--- src/hdl/nq_pkg.sv ---
`timescale 1ns / 1ps

package nq_pkg;

    // Width of a queen column and of a row number.
    localparam int COL_W = 4;
    // Width of the board size, the search depth and the candidate column.
    localparam int SIZE_W = 5;

    // Control broadcast from the search sequencer to every cell of the stack.
    typedef struct packed {
        logic              push;
        logic              pop;
        logic [SIZE_W-1:0] depth;
        logic [SIZE_W-1:0] cand;
    } nq_ctrl_t;

endpackage

--- src/hdl/n_queens_solution_enumerator_core.sv ---
`timescale 1ns / 1ps
// Search: each step tries one candidate column, places one queen or backtracks one row,
// so the time to the first result varies with the search.
// Throughput: one item at a time; its results leave at one per cycle while m_ready is high,
// n_eff results for a solution and one for the exhausted result, then the next item is taken.
// Reset: synchronous, active low; the board size returns to 8 and any search is abandoned.
module n_queens_solution_enumerator_core import nq_pkg::*; #(
    parameter int MAX_SIZE = 16
) (
    input  logic              aclk,
    input  logic              aresetn,
    input  logic              cfg_wr_en,
    input  logic [SIZE_W-1:0] cfg_wr_data,
    input  logic              s_valid,
    output logic              s_ready,
    input  logic              s_restart,
    output logic              m_valid,
    input  logic              m_ready,
    output logic [COL_W-1:0]  m_row_index,
    output logic [COL_W-1:0]  m_queen_column,
    output logic              m_last_row,
    output logic              m_exhausted
);

    localparam logic [SIZE_W-1:0] MAX_N = SIZE_W'(MAX_SIZE);
    localparam logic [SIZE_W-1:0] RESET_SIZE = SIZE_W'(8);

    typedef enum logic [1:0] {
        ST_IDLE,
        ST_SEARCH,
        ST_EMIT
    } state_t;

    state_t            state_reg, state_next;
    logic [SIZE_W-1:0] board_size_reg, board_size_next;
    logic [SIZE_W-1:0] depth_reg, depth_next;
    logic [SIZE_W-1:0] cand_reg, cand_next;
    logic              started_reg, started_next;
    logic              done_reg, done_next;
    logic              m_valid_reg, m_valid_next;
    logic [COL_W-1:0]  m_row_reg, m_row_next;
    logic [COL_W-1:0]  m_col_reg, m_col_next;
    logic              m_last_reg, m_last_next;
    logic              m_exh_reg, m_exh_next;

    logic [SIZE_W-1:0] n_eff;
    logic [SIZE_W-1:0] emit_row;
    logic [SIZE_W-1:0] sel_idx;
    logic [COL_W-1:0]  sel_col;
    logic [COL_W-1:0]  top_col;
    logic              conflict;
    logic              push;
    logic              pop;
    logic              req_started;
    logic              req_done;
    logic [SIZE_W-1:0] req_depth;
    nq_ctrl_t          ctrl;

    logic [COL_W-1:0]  cell_col [MAX_SIZE];
    logic              chain [MAX_SIZE+1];

    // Board sizes beyond the stack length saturate.
    assign n_eff = (board_size_reg > MAX_N) ? MAX_N : board_size_reg;

    assign ctrl.push  = push;
    assign ctrl.pop   = pop;
    assign ctrl.depth = depth_reg;
    assign ctrl.cand  = cand_reg;

    // The placement stack: cell 0 holds the most recently placed row.
    assign chain[0] = 1'b0;
    genvar k;
    generate
        for (k = 0; k < MAX_SIZE; k++) begin : g_cell
            logic [COL_W-1:0] prev_c;
            logic [COL_W-1:0] next_c;
            if (k == 0) begin : g_head
                assign prev_c = cand_reg[COL_W-1:0];
            end else begin : g_body
                assign prev_c = cell_col[k-1];
            end
            if (k == MAX_SIZE - 1) begin : g_tail
                assign next_c = cell_col[k];
            end else begin : g_inner
                assign next_c = cell_col[k+1];
            end
            nq_cell #(
                .DIST(k + 1)
            ) u_cell (
                .aclk        (aclk),
                .ctrl        (ctrl),
                .prev_col    (prev_c),
                .next_col    (next_c),
                .conflict_in (chain[k]),
                .col         (cell_col[k]),
                .conflict_out(chain[k+1])
            );
        end
    endgenerate

    assign conflict = chain[MAX_SIZE];
    assign top_col  = cell_col[0];

    // Row r of a full placement sits in cell n-1-r.
    assign emit_row = (state_reg == ST_EMIT) ? ({1'b0, m_row_reg} + 1'b1) : '0;
    assign sel_idx  = n_eff - 1'b1 - emit_row;

    always_comb begin
        sel_col = '0;
        for (int i = 0; i < MAX_SIZE; i++) begin
            if (sel_idx == SIZE_W'(i)) begin
                sel_col = cell_col[i];
            end
        end
    end

    // A restart clears the search before the item is handled.
    assign req_started = started_reg & ~s_restart;
    assign req_done    = done_reg & ~s_restart;
    assign req_depth   = s_restart ? '0 : depth_reg;

    // Search sequencer and result register.
    always_comb begin
        state_next      = state_reg;
        board_size_next = board_size_reg;
        depth_next      = depth_reg;
        cand_next       = cand_reg;
        started_next    = started_reg;
        done_next       = done_reg;
        m_valid_next    = m_valid_reg;
        m_row_next      = m_row_reg;
        m_col_next      = m_col_reg;
        m_last_next     = m_last_reg;
        m_exh_next      = m_exh_reg;
        push            = 1'b0;
        pop             = 1'b0;

        case (state_reg)
            ST_IDLE: begin
                if (s_valid) begin
                    started_next = req_started;
                    done_next    = req_done;
                    depth_next   = req_depth;
                    if (n_eff == '0 || req_done) begin
                        state_next   = ST_EMIT;
                        m_valid_next = 1'b1;
                        m_row_next   = '0;
                        m_col_next   = '0;
                        m_last_next  = 1'b1;
                        m_exh_next   = 1'b1;
                    end else if (!req_started) begin
                        started_next = 1'b1;
                        depth_next   = '0;
                        cand_next    = '0;
                        state_next   = ST_SEARCH;
                    end else if (req_depth == '0 || req_depth > n_eff) begin
                        depth_next   = '0;
                        done_next    = 1'b1;
                        state_next   = ST_EMIT;
                        m_valid_next = 1'b1;
                        m_row_next   = '0;
                        m_col_next   = '0;
                        m_last_next  = 1'b1;
                        m_exh_next   = 1'b1;
                    end else begin
                        // Resume: lift the last queen and try the columns after it.
                        pop        = 1'b1;
                        depth_next = req_depth - 1'b1;
                        cand_next  = {1'b0, top_col} + 1'b1;
                        state_next = ST_SEARCH;
                    end
                end
            end
            ST_SEARCH: begin
                if (depth_reg >= n_eff) begin
                    state_next   = ST_EMIT;
                    m_valid_next = 1'b1;
                    m_row_next   = '0;
                    m_col_next   = sel_col;
                    m_last_next  = (n_eff == SIZE_W'(1));
                    m_exh_next   = 1'b0;
                end else if (cand_reg < n_eff) begin
                    if (!conflict) begin
                        push       = 1'b1;
                        depth_next = depth_reg + 1'b1;
                        cand_next  = '0;
                    end else begin
                        cand_next = cand_reg + 1'b1;
                    end
                end else if (depth_reg == '0) begin
                    // Every placement of the first row has been tried.
                    done_next    = 1'b1;
                    state_next   = ST_EMIT;
                    m_valid_next = 1'b1;
                    m_row_next   = '0;
                    m_col_next   = '0;
                    m_last_next  = 1'b1;
                    m_exh_next   = 1'b1;
                end else begin
                    // Backtrack one row.
                    pop        = 1'b1;
                    depth_next = depth_reg - 1'b1;
                    cand_next  = {1'b0, top_col} + 1'b1;
                end
            end
            ST_EMIT: begin
                if (m_ready) begin
                    if (m_last_reg) begin
                        m_valid_next = 1'b0;
                        state_next   = ST_IDLE;
                    end else begin
                        m_row_next  = m_row_reg + 1'b1;
                        m_col_next  = sel_col;
                        m_last_next = (({1'b0, m_row_reg} + SIZE_W'(2)) == n_eff);
                    end
                end
            end
            default: begin
                state_next = ST_IDLE;
            end
        endcase

        // A new board size abandons the current search.
        if (cfg_wr_en) begin
            board_size_next = cfg_wr_data;
            depth_next      = '0;
            started_next    = 1'b0;
            done_next       = 1'b0;
        end
    end

    always_ff @(posedge aclk) begin
        if (!aresetn) begin
            state_reg      <= ST_IDLE;
            board_size_reg <= RESET_SIZE;
            depth_reg      <= '0;
            cand_reg       <= '0;
            started_reg    <= 1'b0;
            done_reg       <= 1'b0;
            m_valid_reg    <= 1'b0;
        end else begin
            state_reg      <= state_next;
            board_size_reg <= board_size_next;
            depth_reg      <= depth_next;
            cand_reg       <= cand_next;
            started_reg    <= started_next;
            done_reg       <= done_next;
            m_valid_reg    <= m_valid_next;
        end
        m_row_reg  <= m_row_next;
        m_col_reg  <= m_col_next;
        m_last_reg <= m_last_next;
        m_exh_reg  <= m_exh_next;
    end

    assign s_ready        = (state_reg == ST_IDLE);
    assign m_valid        = m_valid_reg;
    assign m_row_index    = m_row_reg;
    assign m_queen_column = m_col_reg;
    assign m_last_row     = m_last_reg;
    assign m_exhausted    = m_exh_reg;

    // A result is shown only while the block is emitting.
    assert property (@(posedge aclk) disable iff (!aresetn)
        m_valid |-> (state_reg == ST_EMIT))
        else $error("result valid outside the emit state");

    // Never more queens on the stack than it has cells.
    assert property (@(posedge aclk) disable iff (!aresetn)
        depth_reg <= MAX_N)
        else $error("search depth beyond stack length");

    // The exhausted result is a single, final row with zero fields.
    assert property (@(posedge aclk) disable iff (!aresetn)
        (m_valid && m_exhausted) |-> (m_last_row && m_row_index == '0 && m_queen_column == '0))
        else $error("malformed exhausted item");

    // After the last row is taken the block is ready for a new item.
    assert property (@(posedge aclk) disable iff (!aresetn)
        (m_valid && m_ready && m_last_row) |=> s_ready)
        else $error("block not idle after the final row");

endmodule

--- src/hdl/nq_cell.sv ---
`timescale 1ns / 1ps

module nq_cell import nq_pkg::*; #(
    parameter int DIST = 1
) (
    input  logic             aclk,
    input  nq_ctrl_t         ctrl,
    input  logic [COL_W-1:0] prev_col,
    input  logic [COL_W-1:0] next_col,
    input  logic             conflict_in,
    output logic [COL_W-1:0] col,
    output logic             conflict_out
);

    logic [COL_W-1:0]  col_reg;
    logic [COL_W-1:0]  col_next;
    logic              active;
    logic [SIZE_W-1:0] col_ext;
    logic [SIZE_W-1:0] diff;
    logic              hit;

    // This cell holds the queen placed DIST rows above the row being tried.
    assign active  = (ctrl.depth >= SIZE_W'(DIST));
    assign col_ext = {1'b0, col_reg};
    assign diff    = (col_ext >= ctrl.cand) ? (col_ext - ctrl.cand) : (ctrl.cand - col_ext);
    assign hit     = (diff == '0) || (diff == SIZE_W'(DIST));

    // The attack flag ripples along the chain from the top of the stack.
    assign conflict_out = conflict_in | (active & hit);
    assign col          = col_reg;

    // A push moves every entry one place deeper; a pop pulls them back.
    always_comb begin
        col_next = col_reg;
        if (ctrl.push) begin
            col_next = prev_col;
        end else if (ctrl.pop) begin
            col_next = next_col;
        end
    end

    always_ff @(posedge aclk) begin
        col_reg <= col_next;
    end

endmodule
--- config.mk ---
export PLATFORM = sky130hd
export DESIGN_NAME = n_queens_solution_enumerator_core
export DESIGN_NICKNAME = d
export VERILOG_FILES = /design/src/hdl/nq_pkg.sv /design/src/hdl/n_queens_solution_enumerator_core.sv /design/src/hdl/nq_cell.sv
export SDC_FILE = /design/constraint.sdc
export NUM_CORES = 1
export LEC_CHECK = 0
export BUFFER_PORTS_ARGS = -buffer_cell sky130_fd_sc_hd__buf_2
export CAP_MARGIN = 20
export CORE_MARGIN = 5
export CORE_UTILIZATION = 48
export DETAILED_ROUTE_END_ITERATION = 8
export PLACE_DENSITY = 0.63
export SLEW_MARGIN = 20
export SYNTH_ARGS = -nofsm -noshare
export SYNTH_HDL_FRONTEND = slang
export SYNTH_SLANG_ARGS = --single-unit
export TNS_END_PERCENT = 5
--- constraint.sdc ---
create_clock -name aclk -period 7.6 [get_ports aclk]
set_input_delay 0.38 -clock aclk [delete_from_list [all_inputs] [get_ports aclk]]
set_output_delay 0.38 -clock aclk [all_outputs]
set_load 0.005 [all_outputs]
* Word level (Yosys, flattened, before mapping)
Cells that the tools add are included.
** Word-level totals
- Bits of input ports :: 11
- Register bits after elaboration :: 94
** Operators by class
- Reduce and logical (&&, ||, !) cells :: 52
- $lt $le $gt $ge :: 36
- Bitwise logic cells :: 35
- Mux-type cells :: 142
- Equal/unequal tests :: 50
- Add/sub/neg operators :: 42
** Operators by type and width (number)
- 4-bit 2-to-1 mux :: 58
- 5-bit 2-to-1 mux :: 35
- 5-bit logical NOT :: 20
- 5-bit by 4-bit equality test with 1-bit output (second input constant) :: 16
- 4-bit by 5-bit >= comparator with 1-bit output :: 16
- 4-bit by 5-bit subtractor with 5-bit output :: 16
- 5-bit by 4-bit subtractor with 5-bit output :: 16
- 5-bit by 3-bit equality test with 1-bit output (second input constant) :: 8
- 5-bit by 4-bit >= comparator with 1-bit output (second input constant) :: 8
- 1-bit 2-to-1 mux :: 30
- 4-bit one-hot mux with 3 select lines :: 2
- 5-bit by 2-bit equality test with 1-bit output (second input constant) :: 4
- 5-bit by 3-bit >= comparator with 1-bit output (second input constant) :: 4
- 5-bit one-hot mux with 2 select lines :: 2
- 1-bit bitwise AND :: 18
- 1-bit logical OR :: 18
- 2-bit 2-to-1 mux :: 9
- 2-bit != test (second input constant) :: 8
- 8-bit AND reduction :: 2
- 5-bit by 1-bit equality test with 1-bit output (second input constant) :: 3
- 3-bit != test (second input constant) :: 5
- 1-bit bitwise OR :: 15
- 5-bit AND reduction :: 3
- 5-bit by 1-bit subtractor with 5-bit output (second input constant) :: 3
- other kinds (28) :: 38

* Logic depth before layout (Yosys ltp)
- Depth in word-level cells :: 25
- Mapped depth :: 19

* By module
A second synthesis with hierarchy kept.
** Unflattened totals
- Cell total of the unflattened synthesis :: 1372
- Area, all modules :: 12284.3 sq um
** Modules (own cells, without submodules)
- n_queens_solution_enumerator_core :: cells each 424, instances 1, seq. area each 700.7 sq um, area each 3408.3 sq um
- nq_cell at g_cell[14].u_cell :: cells each 67, instances 1, seq. area each 120.1 sq um, area each 643.1 sq um
- nq_cell at g_cell[9].u_cell :: cells each 79, instances 1, seq. area each 120.1 sq um, area each 639.4 sq um
- nq_cell at g_cell[12].u_cell :: cells each 65, instances 1, seq. area each 120.1 sq um, area each 638.1 sq um
- nq_cell at g_cell[2].u_cell :: cells each 66, instances 1, seq. area each 120.1 sq um, area each 626.9 sq um
- nq_cell at g_cell[10].u_cell :: cells each 64, instances 1, seq. area each 120.1 sq um, area each 615.6 sq um
- nq_cell at g_cell[8].u_cell :: cells each 62, instances 1, seq. area each 120.1 sq um, area each 594.3 sq um
- nq_cell at g_cell[6].u_cell :: cells each 60, instances 1, seq. area each 120.1 sq um, area each 586.8 sq um
- nq_cell at g_cell[4].u_cell :: cells each 58, instances 1, seq. area each 120.1 sq um, area each 576.8 sq um
- nq_cell at g_cell[1].u_cell :: cells each 58, instances 1, seq. area each 120.1 sq um, area each 551.8 sq um
- nq_cell at g_cell[0].u_cell :: cells each 57, instances 1, seq. area each 120.1 sq um, area each 534.3 sq um
- nq_cell at g_cell[11].u_cell :: cells each 62, instances 1, seq. area each 120.1 sq um, area each 534.3 sq um
- nq_cell at g_cell[13].u_cell :: cells each 60, instances 1, seq. area each 120.1 sq um, area each 526.8 sq um
- nq_cell at g_cell[5].u_cell :: cells each 52, instances 1, seq. area each 120.1 sq um, area each 481.7 sq um
- +3 rows

* Worst setup path after synthesis
No wires, ideal clock.
- Kind :: flip-flop to flip-flop
- From :: reg cand_reg[1]
- To :: reg g_cell[0].u_cell.col_reg[0], enable pin
- Data arrival time :: 5.690 ns
- Setup slack :: 1.483 ns
- Buffers on the path :: 1
- Cell stages (with the launch flop) :: 14
- Cell sequence :: dfxtp_1 -> inv_1 -> ha_1 -> buf_2 -> a2111oi_0 -> nor3_1 -> mux2_2 -> mux2_2 -> a221o_1 -> a211oi_1 -> nor4_1 -> nand4_2 -> nand2_1 -> a32o_1
** Between the ends
- Cells in the longest elaborated chain, start to end :: 25
- Elaborated cells between the ends (all ways) :: 152
- Those cells by class :: add/sub: 32; order compare: 17; eq/ne: 16; mux: 23; bitwise: 31; reduce/logical: 33
** RTL lines
- start, declared :: RTL line n_queens_solution_enumerator_core.sv:37 : logic [SIZE_W-1:0] cand_reg, cand_next;
- start signal, assigned :: RTL line n_queens_solution_enumerator_core.sv:245 : cand_reg <= cand_next;
- 5-bit by 4-bit subtractor with 5-bit output, or another cell as far along :: RTL line nq_cell.sv:25 : assign diff = (col_ext >= ctrl.cand) ? (col_ext - ctrl.cand) : (ctrl.cand - col_ext);
- 5-bit 2-to-1 mux :: RTL line nq_cell.sv:25
- 5-bit by 1-bit equality test with 1-bit output, or another cell as far along :: RTL line nq_cell.sv:26 : assign hit = (diff == '0) || (diff == SIZE_W'(DIST));
- 1-bit logical OR :: RTL line nq_cell.sv:26
- 1-bit bitwise AND :: RTL line nq_cell.sv:29 : assign conflict_out = conflict_in | (active & hit);
- 1-bit bitwise OR (15 in a row) :: RTL line nq_cell.sv:29
- 1-bit 2-to-1 mux :: RTL line n_queens_solution_enumerator_core.sv:183 : if (!conflict) begin
- 1-bit 2-to-1 mux :: RTL line n_queens_solution_enumerator_core.sv:182 : end else if (cand_reg < n_eff) begin
- 1-bit 2-to-1 mux :: RTL line n_queens_solution_enumerator_core.sv:175 : if (depth_reg >= n_eff) begin
- 1-bit 2-to-1 mux :: RTL line n_queens_solution_enumerator_core.sv:138 : case (state_reg)
- 2-bit nonzero test (no source line) (*)
- end signal, assigned :: RTL line nq_cell.sv:43 : col_reg <= col_next;
- end, declared :: RTL line nq_cell.sv:15 : logic [COL_W-1:0] col_reg;
Mark *: on every way between the ends. The rest lies on a longest branch, timed or not.
A chain may end at the register's enable or synchronous reset.

* Final worst setup path
- From :: reg cand_reg[3]
- To :: reg g_cell[14].u_cell.col_reg[3] (data pin)
** Between the ends
- Cells in the longest elaborated chain, start to end :: 25
- Elaborated cells between the ends (all ways) :: 149
- Those cells by class :: add/sub: 32; order compare: 17; eq/ne: 16; mux: 21; bitwise: 31; reduce/logical: 32
** RTL lines
- 5-bit by 4-bit subtractor with 5-bit output, or another cell as far along :: RTL line nq_cell.sv:25
- 5-bit 2-to-1 mux :: RTL line nq_cell.sv:25
- 5-bit by 1-bit equality test with 1-bit output, or another cell as far along :: RTL line nq_cell.sv:26
- 1-bit logical OR :: RTL line nq_cell.sv:26
- 1-bit bitwise AND :: RTL line nq_cell.sv:29
- 1-bit bitwise OR (15 in a row) :: RTL line nq_cell.sv:29
- 1-bit 2-to-1 mux :: RTL line n_queens_solution_enumerator_core.sv:183
- 1-bit 2-to-1 mux (*) :: RTL line n_queens_solution_enumerator_core.sv:182
- 1-bit 2-to-1 mux (*) :: RTL line n_queens_solution_enumerator_core.sv:175
- 1-bit 2-to-1 mux (*) :: RTL line n_queens_solution_enumerator_core.sv:138
- 4-bit 2-to-1 mux (*) :: RTL line nq_cell.sv:35 : if (ctrl.push) begin
- via g_cell[14].u_cell.col_next[3] :: RTL line nq_cell.sv:16 : logic [COL_W-1:0] col_next;
- end signal, assigned :: RTL line nq_cell.sv:43
- end, declared :: RTL line nq_cell.sv:15
Mark *: on every way through the listed nets, which the timed path passes. The rest lies on a longest branch.

==> run_results.csv <==
group,metric,value,unit
status,status,"complete, no violations",
worst_setup_path,required,7.71,ns
cts,clk_latency,0.36,ns
drt,drt-total-wl,34.45,mm
cts,clk_pin_slew_worst_paths,0.07,ns
yosys,synth_edf_count,74,
drt,route.detailed.drc,0,
floorplanning,start_util,0.4875,
power,p_leak,0.004998,uW
yosys,yosys_warnings,0,
sta,tns,0,ns
final_layout,mostFrequentLayoutCell,"ha_1",
sta,max_freq,0.1785,GHz
sta,worst_pin_slew,1.228,ns
worst_setup_path,critical_path_class,"flip-flop to flip-flop",
grt,gr-total-overflow,0,
worst_setup_path,cp_max_fo,64,
final_layout,fin_nets,1506,
yosys,ys_ff_latch,94,
yosys,synth_cells,1320,
final_layout,antenna_cells,0,
drt,drt_iter0_drc,1094,
place,portBuffers,22,
drt,ant_nets,0,
final_layout,design_area,12170,sq um
power,ir_worst_vdd,0.1732,mV
sta,setup_viol,0,
drt,vias_per_cell,6.174,
cts,cts_buffer_depth,2,
floorplanning,fp-row-count,56,
final_layout,area_growth,6.386,%
floorplanning,die_height,164.4,um
place,place_hpwl,25.31,mm
cts,holdBufCountCts,0,
yosys,seq_area_frac_synth,0.2292,
worst_setup_path,arrival,5.71,ns
final_layout,largest_register_ff_count,64,
floorplanning,core,23470,sq um
cts,htreeDepth,3,
grt,grt_max_degree,78,
flow_run,cap_violations,0,
grt,grt_pass1_vias,9347,
final_layout,final_cell_mix,"161 x ha_1, 134 x inv_1, 95 x a21oi_1, 95 x mux2i_1, 80 x nand2_1",
yosys,yosysUniqueCellTypes,85,
place,routabilityCongestion,0.9564,
sta,min_period,5.604,ns
worst_setup_path,worst-r2r-setup-slack,2.00,ns
final_layout,layout-drive-gt1-share,0.06430,
cts,cts_root_buf,"clkbuf_16",
worst_setup_path,crit_end,"g_cell[14].u_cell.col[3]",
sta,final_hold_viol_count,0,
worst_hold_path,worst_hold_path_type,"input pin to flip-flop",
cts,cts_resized,0,
sta,maxSlewHeadroom,0.1598,
power,power-per-cell-area,342.6,nW/um^2
sta,drv_slew,0,
worst_hold_path,hold_depth,3,
floorplanning,io_pins,23,
worst_setup_path,startpoint_type,"flip-flop",
worst_setup_path,cp-end-kind,"flip-flop",
place,place_area,11840,sq um
drt,via_count,10131,
grt,grt_usage,0.2521,
cts,cts_tree,"yes",
cts,numCtsBuffers,9,
yosys,syn_nets,1509,
sta,rsz0062_at_grt,"no",
floorplanning,die-area,27030,sq um
cts,post_cts_buffers,0,
grt,grt_antenna_before_repair,0,
yosys,synth_area,11440,sq um
sta,period_share,0.7373,
drt,dr.pass1.iters,6,
worst_setup_path,rr_startpoint,"cand_reg[3]",
drt,wl_per_cell,20.99,um
yosys,ys.flop_type,"edfxtp_1",
worst_setup_path,reg2reg_to,"g_cell[14].u_cell.col[3]",
worst_setup_path,cp-startpoint,"cand_reg[3]",
sta,finClkSkew,0.007592,ns
worst_setup_path,rr_worst_depth,15,
yosys,syn-mean-instance-area,8.669,sq um
cts,clkSinkCount,94,
floorplanning,die_x,164.4,um
grt,grt_first_pass_wirelength,53.05,mm
yosys,async_reset_ff_frac,0,
==> how the worst min path moves through the flow <==
stage	start	to	slack (ns)
3_3_place_gp	m_valid	m_valid	0.49
5_1_grt	cfg_wr_data[3]	board_size_reg[3]	0.24
3_5_place_dp	m_valid	m_valid	0.48
6_report	cfg_wr_data[3]	board_size_reg[3]	0.24
2_1_floorplan	started_reg	started_reg	0.47
4_1_cts	cfg_wr_data[3]	board_size_reg[3]	0.23
==> metal layers <==
metal	global-route usage	vias to the layer above	routed length (um)
li1	-	4834	-
met1	0.3528	4849	15540
met2	0.3973	387	15470
met3	0.05316	61	2612
met4	0.06805	0	826
met5	0	-	0
==> kinds of logic after synthesis <==
family          synth area share
fa+ha+maj                 0.2058
compound gates            0.2063
xor+xnor                 0.02832
buf+inv                  0.06746
mux                      0.09982
simple gates              0.1631
flops                     0.2292
==> stage by stage <==
| stage | instances | util | worst slack (ns) | hold slack (ns) | total power [uW] |
|---|---|---|---|---|---|
| final | 1641 | 0.5187 | 1.996 | 0.2361 | 4171 |
| after global placement | 1625 | 0.5043 | 2.144 | 0.4870 | 3558 |
| after CTS | 1641 | 0.5187 | 2.052 | 0.2329 | 4131 |
| after floorplan | 1320 | - | 1.483 | 0.4674 | 2917 |
| after global routing | 1641 | 0.5187 | 1.681 | 0.2377 | 4461 |
| after detailed placement | 1625 | 0.5043 | 2.123 | 0.4839 | 3593 |
==> critical path, stage by stage (launching register included) <==
cell      delay [ns]
dfxtp_1         0.31
buf_4           0.32
inv_1           0.58
ha_1            0.61
o21a_1          0.15
nor2_1          0.05
a211oi_1        0.38
mux2i_1         0.27
xnor2_1         0.15
or3_1           0.13
a221oi_1        0.15
nor4_1          0.50
nand4_2         0.21
nor3_2          0.21
buf_4           0.83
mux2_1          0.40
==> cell type report <==
type | count | area (sq um)
multi-input combinational | 1039 | 8066
clock inverter | 7 | 112.6
tap | 319 | 399.1
inverter | 136 | 510.5
timing repair buffer | 37 | 235.2
fill | 2203 | 11300
sequential | 94 | 2625
clock buffer | 9 | 225.2
==> power by group <==
part | switching [uW] | internal [uW] | leakage [uW]
Combinational | 1620 | 1050 | 0.00399
Sequential | 161 | 798 | 0.000843
Clock | 215 | 320 | 0.000167
==> synth_stat cells (6+ instances only) <==
master,instances,share of area
ha_1,161,0.18
inv_1,134,0.044
a21oi_1,95,0.042
mux2i_1,95,0.083
nand2_1,80,0.026
nor2_1,79,0.026
edfxtp_1,74,0.19
o21ai_0,67,0.029
nor2b_1,44,0.024
nor3_1,32,0.014
clkbuf_1,30,0.0098
nand3_1,28,0.012
nand2b_1,21,0.011
a211oi_1,20,0.013
dfxtp_1,20,0.035
xnor2_1,19,0.015
xor2_1,18,0.014
fa_1,17,0.030
o22ai_1,15,0.0082
a221oi_1,13,0.0099
a31oi_1,13,0.0071
a21o_1,12,0.0079
o211ai_1,12,0.0079
nand4_1,11,0.0060
o21a_1,10,0.0066
a2111oi_0,9,0.0069
buf_2,8,0.0035
nor3b_1,8,0.0052
o221ai_1,8,0.0061
and3_1,7,0.0038
buf_6,7,0.0069
nand3b_1,7,0.0046
nor4_1,7,0.0038
or2_2,7,0.0038
or3_1,7,0.0038
a211o_1,6,0.0046
and2_1,6,0.0033
mux2_2,6,0.0059
Power figures use the tool's default switching activity.
